## src/hw/rtl/sta_isqrt.sv

```systemverilog
// Pipelined 15-step restoring integer square root of 1 - y^2, carrying y.
// Depends on no package.
`default_nettype none
module sta_isqrt (
	input  wire logic               clk,
	input  wire logic               arst_n,
	input  wire logic               en,
	input  wire logic               vin,
	input  wire logic signed [15:0] yin,
	output logic                    vout,
	output logic signed [15:0]      yout,
	output logic [14:0]             root
);
	localparam int N = 15;
	logic [28:0] val [N+1];
	logic [14:0] res [N+1];
	logic signed [15:0] ys [N+1];
	logic v [N+1];
	logic signed [31:0] sq;
	assign sq = 32'(yin) * 32'(yin);
	assign val[0] = 29'(32'sd268435456 - sq);
	assign res[0] = '0;
	assign ys[0] = yin;
	assign v[0] = vin;
	for (genvar i = 0; i < N; i++) begin : g_b
		localparam int B = N - 1 - i;
		logic [14:0] t;
		logic [29:0] tt;
		assign t = res[i] | (15'd1 << B);
		assign tt = 30'(t) * 30'(t);
		always_ff @(posedge clk or negedge arst_n) begin
			if (!arst_n) v[i+1] <= 1'b0;
			else if (en) v[i+1] <= v[i];
		end
		always_ff @(posedge clk) begin
			if (en) begin
				val[i+1] <= val[i];
				ys[i+1] <= ys[i];
				res[i+1] <= (tt <= 30'(val[i])) ? t : res[i];
			end
		end
	end
	assign vout = v[N];
	assign yout = ys[N];
	assign root = res[N];
endmodule
`default_nettype wire

```

## config.mk

```make
export PLATFORM = sky130hd
export DESIGN_NAME = sta_isqrt
export DESIGN_NICKNAME = d
export VERILOG_FILES = /design/src/hw/rtl/sta_isqrt.sv
export SDC_FILE = /design/constraint.sdc
export NUM_CORES = 2
export LEC_CHECK = 0
export ABC_AREA = 1
export BUFFER_PORTS_ARGS = -buffer_cell sky130_fd_sc_hd__buf_2
export CAP_MARGIN = 30
export CORE_MARGIN = 5
export CORE_UTILIZATION = 41
export CTS_BUF_LIST = sky130_fd_sc_hd__clkbuf_2 sky130_fd_sc_hd__clkbuf_4 sky130_fd_sc_hd__clkbuf_8
export DETAILED_ROUTE_END_ITERATION = 8
export PLACE_DENSITY = 0.54
export SYNTH_ARGS = -nofsm -noshare
export SYNTH_HDL_FRONTEND = slang
export SYNTH_SLANG_ARGS = --single-unit
```

## constraint.sdc

```tcl
create_clock -name clk -period 8.2 [get_ports clk]
set_input_delay 1.64 -clock clk [delete_from_list [all_inputs] [get_ports clk]]
set_output_delay 1.64 -clock clk [all_outputs]
set_load 0.005 [all_outputs]
```

* Word-level counts from Yosys, hierarchy flattened
Cells that the tools add are included.
** Operators by class
- Mux-type cells :: 1
- Multipliers :: 15
- $add $sub $neg :: 1
- Magnitude comparators :: 15
** Operators by type and width (number)
- 30-bit by 29-bit less-or-equal comparator with 1-bit output :: 14
- 15-bit by 15-bit multiplier with 30-bit output :: 14
- 29-bit less-or-equal comparator, first input constant :: 1
- 16-bit by 16-bit multiplier with 29-bit output :: 1
- 29-bit subtractor, first input constant :: 1
- 15-bit two-way mux :: 1
** Word-level totals
- Output and inout port bits :: 32
- Bits in registers :: 886

* Longest topological paths before layout
- Depth in word-level cells :: 4
- Mapped depth :: 36
- Mapped depth without buffers :: 36

* Least setup slack after synthesis
OpenSTA, ideal clock, no wires.
- Path type :: input-to-reg
- From :: in yin[5]
- To :: reg res, in the netlist g_b[1].t[14], data pin
- Slack :: 1087 ps
- Stages :: 24
- Path buffers :: 2
- Arrival :: 6862 ps
- Cells stage by stage :: buf_2 clkbuf_1 nand2_1 inv_1 fa_1 inv_1 fa_1 inv_1 fa_1 inv_1 fa_1 inv_1 fa_1 inv_1 fa_1 ha_1 nand2_1 nor3_1 nand4_1 or2_0 nand3_1 nand3_1 nand2_1 inv_1
** On the way
- Longest elaborated chain between the ends :: 4
** RTL lines
- start: declaration :: RTL line 9 : input wire logic signed [15:0] yin,
- 16-bit by 16-bit multiplier with 29-bit output :: RTL line 20 : assign sq = 32'(yin) * 32'(yin);
- 29-bit subtractor :: RTL line 21 : assign val[0] = 29'(32'sd268435456 - sq);
- 29-bit less-or-equal comparator :: RTL line 39 : res[i+1] <= (tt <= 30'(val[i])) ? t : res[i];
- 15-bit two-way mux :: RTL line 39
- end signal: indexed assignment :: RTL line 39
- end: declaration :: RTL line 16 : logic [14:0] res [N+1];
Every way passes these cells.
A chain may end at the register's enable or synchronous reset.

* Final worst setup path
- From :: reg res, in the netlist g_b[14].t[4]
- To :: reg res, in the netlist root[0], data pin
** On the way
- Longest elaborated chain between the ends :: 2
** RTL lines
- 15-bit by 15-bit multiplier with 30-bit output :: RTL line 30 : assign tt = 30'(t) * 30'(t);
- 30-bit by 29-bit less-or-equal comparator with 1-bit output :: RTL line 39
Every way passes these cells.

==> results.json <==
{
  "layout.cells.most_common_list": "sky130_fd_sc_hd__inv_1, sky130_fd_sc_hd__nand2_1, sky130_fd_sc_hd__ha_1",
  "placement_rows": 154,
  "post_synth_net_total": 9115,
  "initial_utilization_pct": 41.3,
  "routed-via-count": 45734,
  "grt_usage_pct": 16.3,
  "area_delta_synth_final_pct": 7.48,
  "final_worst_path_cycle_share_pct": 88.0,
  "layout.area.seq_mm2": 0.0225,
  "grt_max_degree": 178,
  "path_common_cell": "sky130_fd_sc_hd__nand2_1",
  "avgRoutedWirePerCell_um": 15.1,
  "synthFlopType": "sky130_fd_sc_hd__edfxtp_1",
  "maxCapViolations": 0,
  "syn-instance-count": 7204,
  "number_of_antenna_violations_at_the_first_check_in_global_routing": 2,
  "cts.reportedPaths.clkPinSlew_ns": 0.08,
  "post-cts-setup-buffers": 0,
  "grt_setup_unrepaired": "false",
  "top_cell_family_by_delay_on_the_critical_path": "adder cells",
  "ys_warn_count": 0,
  "post-route-drc-count": 0,
  "worst_path_largest_cell_delay_ns": 0.99,
  "detail_route.wirelength_mm": 146,
  "clock_tree.buffer_depth": 3,
  "critical_path.n_buffers_inverters": 3,
  "ios": 52,
  "fp.coreArea_mm2": 0.177,
  "cts_resized": 0,
  "share_of_layout_cells_above_drive_strength_1_pct": 4.71,
  "final_common_cell": "sky130_fd_sc_hd__inv_1",
  "timing.critical_path.to_type": "flip-flop",
  "port_buffers": 51,
  "cts_hold_repair.buffers": 0,
  "ys_ff_latch": 753,
  "cpMaxStageDelayCell": "sky130_fd_sc_hd__edfxtp_1",
  "multi_input_comb_area_mm2": 0.0424,
  "wp_data_arrival_ns": 7.80,
  "root_buffer": "sky130_fd_sc_hd__clkbuf_8",
  "hp-class": "flip-flop to flip-flop",
  "relSlewSlack_pct": 33.9,
  "fp.dieArea_mm2": 0.187,
  "cts_htree_levels": 3,
  "synth_sequential_area_ratio_pct": 30.9,
  "insertion_delay_ns": 0.82,
  "worstMarginPinSlew_ns": 0.991,
  "initialDrtViolationCount": 1889,
  "globalRoute.totalOverflow": 0,
  "asyncSetResetFlopFracSynth_pct": 1.99,
  "worst_r2r_startpoint": "g_b[14].t[4]",
  "syn-cell-area_mm2": 0.0730,
  "finalNetCount": 9177,
  "gp_congestion": 0.847,
  "tritoncts": "done",
  "timing_worst_setup_path_type": "flip-flop to flip-flop",
  "synth_cell_type_count": 61,
  "finalHoldViolCount": 0,
  "holdCritStartpoint": "ys[26]",
  "worst_setup_path_startpoint": "g_b[14].t[4]",
  "setup_total_negative_slack_ns": 0,
  "floorplan.die.width_um": 432,
  "dpl_wire_length_mm": 119,
  "synth_edf_count": 738,
  "ant_nets": 0,
  "first_pass_iters": 7,
  "timing.critical_path.fanout_max": 16,
  "grt_pass1_vias": 48984,
  "maxClockFrequency_ghz": 0.139,
  "data_required_time_at_the_worst_endpoint_ns": 8.78,
  "fillers": 16795,
  "detail_route.vias_per_cell": 4.71,
  "tritoncts_num_sinks": 753,
  "tritoncts.num_buffers": 118,
  "status": "completed",
  "wire_length_of_the_first_global_routing_pass_mm": 248,
  "synth.avg_cell_area_um2": 10.1,
  "setup_viol": 0,
  "floorplan.die.height_um": 432,
  "clock_skew_ns": 0.0406,
  "slew_violations": 0,
  "period_minus_slack_ns": 7.22,
  "setup.worst_path.start_class": "flip-flop"
}
area by class of cell:
class                   instances  area share [%]
diodes                          2         0.00638
clock buffers                 149            2.37
inverters                    1973            9.44
flip-flops and latches        753            28.7
clock inverters                71           0.930
well taps                    2340            3.73
repair buffers                 83           0.734
multi-input cells            4337            54.1
cell usage after synthesis (all sizes together), types with 35 or more instances:
cell / count / share of area [%]
inv: 1973 / 10
nand2: 1098 / 5.7
ha: 1039 / 18
fa: 852 / 23
edfxtp: 738 / 30
a21oi: 267 / 1.8
nor2: 207 / 1.1
xor2: 178 / 2.1
nand3: 131 / 0.91
o21ai: 125 / 0.86
xnor2: 112 / 1.3
clkbuf: 105 / 0.54
nor3: 56 / 0.40
nand4: 49 / 0.42
nor4: 40 / 0.34
buf: 36 / 0.33
a21o: 35 / 0.36
logic make-up after synthesis:
kind of cell,after synthesis,synth area share [%]
AO/OA/AOI/OAI,514,3.97
XOR/XNOR,290,3.48
multiplexers,10,0.154
adder cells (fa/ha/maj),1891,41.2
AND/OR/NAND/NOR,1632,9.31
buffers and inverters,2114,11.0
flip-flops,753,30.9
registers in the layout, indices dropped and copies added, names as in the netlist:
signal and count:
g_b.t 105, yout 16, ys 210, root 15, vout 1, v 14
val 392
layer usage:
metal  track usage (%)  routed length (um)  vias to the layer above
met5                 0                   0                        -
met4              3.54                2770                        0
li1                  -                   -                    22572
met3              1.70                4050                      169
met2              29.5               74400                      566
met1              21.3               65100                    22427
metrics by stage:
step	utilization [%]	hold slack [ns]	instances	setup WS (ns)	area, um^2
final	44.4	0.385	9708	0.981	78400
after global routing	44.4	0.397	9708	0.483	78400
after CTS	44.4	0.388	9706	0.921	78400
after detailed placement	42.9	0.405	9486	0.617	75800
after global placement	42.9	0.400	9485	0.645	75800
after floorplan	-	0.400	7204	1.09	73000
worst paths after layout:
path / end / slack (ns) / cells after the start
setup reg to reg: root[0] / 0.98 / 28
min in group asynchronous: v[7] / 0.69 / 1
setup / recovery: root[0] / 0.98 / 28
max in group asynchronous: v[2] / 7.26 / 1
hold reg to reg: yout[10] / 0.39 / 0
hold / removal: yout[10] / 0.39 / 0
Power is left out: the tool's default activity adds up to more than one toggle a clock period on the data nets, which glitch-free logic cannot reach.
