$ cat config.mk
export PLATFORM = sky130hd
export DESIGN_NAME = sta_index
export DESIGN_NICKNAME = d
export VERILOG_FILES = /design/src/hw/rtl/sta_pkg.sv /design/src/hw/rtl/sta_index.sv
export SDC_FILE = /design/constraint.sdc
export NUM_CORES = 2
export LEC_CHECK = 0
export ABC_AREA = 1
export BUFFER_PORTS_ARGS = -buffer_cell sky130_fd_sc_hd__buf_4
export CAP_MARGIN = 20
export CORE_MARGIN = 5
export CORE_UTILIZATION = 45
export CTS_CLUSTER_SIZE = 10
export DETAILED_ROUTE_END_ITERATION = 10
export GPL_ROUTABILITY_DRIVEN = 0
export PLACE_DENSITY = 0.59
export SETUP_SLACK_MARGIN = 0.4
export SLEW_MARGIN = 20
export SYNTH_ARGS = -nofsm -noshare
export SYNTH_HDL_FRONTEND = slang
export SYNTH_SLANG_ARGS = --single-unit
$ cat constraint.sdc
create_clock -name clk -period 16.5 [get_ports clk]
set_clock_uncertainty 0.05 [all_clocks]
set_input_delay 1.65 -clock clk [delete_from_list [all_inputs] [get_ports clk]]
set_output_delay 1.65 -clock clk [all_outputs]
set_load 0.02 [all_outputs]
$ cat src/hw/rtl/sta_pkg.sv
// Package for the sphere texture address block: widths, CORDIC angle table
// and shared types. No dependencies.
`default_nettype none
package sta_pkg;
	localparam int MAX_SIDE_DEF  = 2048;
	localparam int FRAC_BITS_DEF = 16;
	localparam int CORDIC_STEPS  = 24;
	localparam int CW = 40;
	localparam int IDX_W = 22;

	localparam logic [1:0] REG_WIDTH  = 2'd0;
	localparam logic [1:0] REG_HEIGHT = 2'd1;
	localparam logic [1:0] REG_REPEAT = 2'd2;

	typedef struct packed {
		logic signed [CW-1:0] x;
		logic signed [CW-1:0] y;
		logic [31:0] ang;
	} cordic_t;

	function automatic logic [31:0] atan_turn(input int i);
		logic [31:0] t [CORDIC_STEPS] = '{
			32'd536870912, 32'd316933406, 32'd167458907, 32'd85004756,
			32'd42667331, 32'd21354465, 32'd10680350, 32'd5340588,
			32'd2670983, 32'd1335855, 32'd667544, 32'd333772,
			32'd166886, 32'd83443, 32'd41721, 32'd20860,
			32'd10430, 32'd5215, 32'd2607, 32'd1303,
			32'd651, 32'd325, 32'd162, 32'd81};
		return t[i];
	endfunction
endpackage
`default_nettype wire

$ cat src/hw/rtl/sta_index.sv
// Three-stage scaling of the u and v fractions into a row-major texel index.
// Depends on sta_pkg.
`default_nettype none
module sta_index #(
	parameter int FRAC_BITS = sta_pkg::FRAC_BITS_DEF,
	parameter int SIDE_W = 12
) (
	input  wire logic              clk,
	input  wire logic              arst_n,
	input  wire logic              en,
	input  wire logic              vin,
	input  wire logic [31:0]       lon,
	input  wire logic [31:0]       lat,
	input  wire logic [SIDE_W-1:0] w,
	input  wire logic [SIDE_W-1:0] h,
	input  wire logic [4:0]        n,
	output logic                   vout,
	output logic [sta_pkg::IDX_W-1:0] idx
);
	localparam int PW = FRAC_BITS + SIDE_W;
	logic [31:0] u32, v32;
	logic [FRAC_BITS-1:0] uf_s1, vf_s1;
	logic [PW-1:0] cp_s2, rp_s2;
	logic v1, v2, v3;
	logic [SIDE_W-1:0] row_c;
	logic [FRAC_BITS+4:0] um, vm;
	assign u32 = lon + 32'h8000_0000;
	assign v32 = 32'h8000_0000 - {lat[30:0], 1'b0};
	assign um = (FRAC_BITS+5)'(u32[31 -: FRAC_BITS]) * (FRAC_BITS+5)'(n);
	assign vm = (FRAC_BITS+5)'(v32[31 -: FRAC_BITS]) * (FRAC_BITS+5)'(n);
	assign row_c = h - SIDE_W'(1) - rp_s2[PW-1 -: SIDE_W];
	always_ff @(posedge clk or negedge arst_n) begin
		if (!arst_n) begin
			v1 <= 1'b0; v2 <= 1'b0; v3 <= 1'b0;
		end else if (en) begin
			v1 <= vin; v2 <= v1; v3 <= v2;
		end
	end
	always_ff @(posedge clk) begin
		if (en) begin
			uf_s1 <= um[FRAC_BITS-1:0];
			vf_s1 <= vm[FRAC_BITS-1:0];
			cp_s2 <= PW'(uf_s1) * PW'(w);
			rp_s2 <= PW'(vf_s1) * PW'(h);
			idx <= sta_pkg::IDX_W'(row_c) * sta_pkg::IDX_W'(w) +
				sta_pkg::IDX_W'(cp_s2[PW-1 -: SIDE_W]);
		end
	end
	assign vout = v3;
endmodule
`default_nettype wire

After elaboration in Yosys (flattened, before gate mapping)
Cells that the tools add are included.
- bits in registers: 113
- word-level logic and storage cells: 18
- add/subtract/negate cells: 5
- multipliers: 5
- operators with widths (kind ; number):
    multiplier 16 x 12 -> 28 bit ; 2
    adder 32 bit, second input constant ; 1
    multiplier 16 x 5 -> 16 bit ; 2
    subtractor 32 bit, first input constant ; 1
    adder 22 x 12 -> 22 bit ; 1
    multiplier 12 x 12 -> 22 bit ; 1
    subtractor 12 x 1 -> 12 bit, second input constant ; 1
    subtractor 12 bit ; 1

Longest topological paths before layout
- depth after elaboration: 4
- gate-level depth with buffers: 32

Worst setup path before layout
Ideal clock, no wire load.
- path kind: input to register
- from: in h[0]
- to: reg idx[19] (netlist bit) (data pin)
- library setup time: 262 ps
- arrival time: 6973 ps
- required time: 16188 ps
- slack: 9214 ps
- cell stages on the path: 30
- cell sequence: ha_1 > fa_1 > nand2_1 > nand2_1 > o21ai_1 > o21ai_1 > nand3_1 > nand2_1 > xor2_2 > inv_2 > nor2_1 > fa_1 > inv_1 > fa_1 > inv_1 > fa_1 > fa_1 > inv_1 > fa_1 > inv_1 > ha_1 > nand2_1 > nor2_1 > nand4_1 > o211ai_1 > nand3_1 > nand2_1 > nand2_1 > o21bai_1 > xor2_1
- cells in the longest elaborated chain, start to end: 4
- RTL lines (element ; RTL line ; RTL):
    start, declared ; sta_index.sv:15 ; input wire logic [SIDE_W-1:0] h,
    subtractor 12 x 1 -> 12 bit ; sta_index.sv:31 ; assign row_c = h - SIDE_W'(1) - rp_s2[PW-1 -: SIDE_W];
    subtractor 12 bit ; sta_index.sv:31 ;
    multiplier 12 x 12 -> 22 bit ; sta_index.sv:45 ; idx <= sta_pkg::IDX_W'(row_c) * sta_pkg::IDX_W'(w) +
    adder 22 x 12 -> 22 bit ; sta_index.sv:45 ;
    end signal, assigned ; sta_index.sv:45 ;
    end, declared ; sta_index.sv:18 ; output logic [sta_pkg::IDX_W-1:0] idx
No other way between the ends.
A chain may end at the register's enable or synchronous reset.

Final worst setup path
- from: in h[2]
- to: reg idx[19] (netlist bit) (data pin)
Same word-level chain as after synthesis.

==> impl_metrics.tcl <==
set metrics [dict create \
    synth_cell_types 46 \
    cts_buffer_depth 2 \
    grt_pass1_vias 20108 \
    routed_via_density 5.02 \
    arrival_ps 7950 \
    cts_buffers 9 \
    crit_path_start_kind "primary input" \
    final_area_sq_um 25600 \
    fmax_mhz 127 \
    dr.pass1.iters 7 \
    synthTopCellsByCount "nand2_1, inv_1, fa_1, ha_1, nor2_1" \
    ctsHtreeMaxLevel 3 \
    slew_headroom 0.289 \
    setup_violations 0 \
    synth_enable_flop_cells 78 \
    cp.required_ps 16570 \
    hold_viol_final 0 \
    r2r_end "idx[19]" \
    grt_pass1_wl_mm 96.9 \
    drive_gt1_frac 0.0498 \
    endpoint_kind "flop" \
    ys_warn_count 0 \
    status "finished clean" \
    grt_util_all_layers 0.205 \
    drv_cap 0 \
    finalCritPeriodShare 0.478 \
    hpwlAfterDp_mm 47.6 \
    route.detailed.drc 0 \
    rsz0062_at_grt "no" \
    vias 18782 \
    nets 3833 \
    crit_path_max_fanout 17 \
    hold_end "v2" \
    cts_setup_buffers 0 \
    cts_tree "yes" \
    yosys_register_bits 81 \
    core-area_sq_um 52800 \
    antennaDiodeCount 0 \
    worst_slew_pin_slew_ps 1060 \
    stdcell_count 3739 \
    min_path_cells 2 \
    postSynthAreaPerCell_sq_um 7.92 \
    placed_area_sq_um 25300 \
    synthFlopType "edfxtp_1" \
    synth_area_leaders "fa_1, nand2_1, inv_1" \
    cts_sinks 81 \
    die_width_um 241 \
    area_growth_syn_to_layout_pct 6.46 \
    row_count 84 \
    synthesis.nets 3817 \
    syn_area_sq_um 24000 \
    dieArea_sq_um 58100 \
    rr_worst_depth 27 \
    r2r-start "rp_s2[18]" \
    drtAntennaViolNets 0 \
    post_cts_resized 0 \
    crit_type "primary input to flop" \
    finalCriticalPeriod_ps 7880 \
    post-place-cells 3723 \
    min_path_type "flop to flop" \
    hp-start "v1" \
    grt-ovfl-total 0 \
    cts_hold_buffers 0 \
    synth_top_area_share 0.383 \
    cts-root-buf "clkbuf_16" \
    synth_top_area_cell "fa_1" \
    async_flop_share 0.0370 \
    drtIter0Drc 863 \
    worst-r2r-setup-slack_ps 9770 \
    io_buffers 102 \
    grt_antenna_before_repair 3 \
    setup_tns_ps 0 \
    slew_viol_final 0 \
    wl_mm 57.5 \
    die_h_um 241 \
    wl_per_cell_um 15.4 \
    path_clk_slew_ps 60 \
    clkLatencyLatePin_ps 380 \
    grt_max_degree 47 \
    synth_seq_area_share 0.101 \
    whs_ps 469 \
    synthCells 3030 \
    io_pins 120 \
    start_util 0.455 \
    synth.most_common_cell "nand2_1" \
]
-- worst max-delay path by stage --
stage | from | end | slack (ps)
floorplan | h[0] | idx[19] | 9210
global placement | h[0] | idx[19] | 8290
detailed placement | h[0] | idx[19] | 8300
CTS | h[0] | idx[19] | 8680
global route | h[2] | idx[19] | 8150
finish | h[2] | idx[19] | 8620
-- layout make-up --
class / count / area, sq um
Clock buffer: 11 / 233
Clock inverter: 5 / 56.3
Fill cell: 5243 / 27200
Inverter: 784 / 2940
Multi-Input combinational cell: 2067 / 18300
Sequential cell: 81 / 2420
Tap cell: 688 / 861
Timing Repair Buffer: 103 / 773
-- layout by cell type, fill, tap and decap left out, drive strengths merged, types with 22 or more instances in the layout --
| cell type | netlist | layout |
|---|---|---|
| xor2 | 62 | 62 |
| fa | 459 | 459 |
| xnor2 | 22 | 22 |
| nand3 | 48 | 48 |
| inv | 783 | 784 |
| nor2 | 197 | 197 |
| o21ai | 53 | 53 |
| ha | 231 | 231 |
| buf | 7 | 103 |
| a21oi | 97 | 97 |
| edfxtp | 78 | 78 |
| nand2 | 805 | 805 |
-- through the flow --
step | worst slack (ps) | utilization
2_1_floorplan | 9210 | -
3_3_place_gp | 8290 | 0.479
3_5_place_dp | 8300 | 0.479
4_1_cts | 8680 | 0.484
5_1_grt | 8150 | 0.484
6_report | 8620 | 0.484
-- layer usage --
layer / global-route usage / part of all wire / vias up
met4: 0.0496 / 0.019 / 6
met3: 0.0288 / 0.040 / 73
li1: - / - / 8929
met1: 0.266 / 0.43 / 9430
met2: 0.364 / 0.51 / 344
met5: 0 / 0.00066 / -
-- worst max-delay path: stages --
cell	delay, ps
buf_4	180
ha_1	360
a21oi_1	160
nand2_1	130
nand3_1	120
nand2_1	70
xor2_1	820
inv_1	300
nor2_1	210
fa_1	200
inv_1	60
fa_1	510
inv_1	50
fa_1	480
fa_1	540
inv_1	50
fa_1	470
inv_1	40
ha_1	340
a21o_1	200
o21ai_0	310
o211ai_1	190
nand3_1	110
nand2_1	80
nand2_1	90
o21bai_1	80
xor2_1	150
-- cells by family after synthesis --
kind of cell,synth area share
xor+xnor,0.0310
buf+inv,0.138
compound gates,0.0450
flops,0.101
fa+ha+maj,0.503
simple gates,0.182
mux,0.000469
-- registers in the layout (all words and copies together) (netlist names) --
name	count
idx	22
uf_s1	16
vf_s1	16
cp_s2	12
rp_s2	12
v1	1
v2	1
vout	1
Power is not shown: default switching activity piles up to over one toggle a cycle in this logic, so the estimate is an artifact.
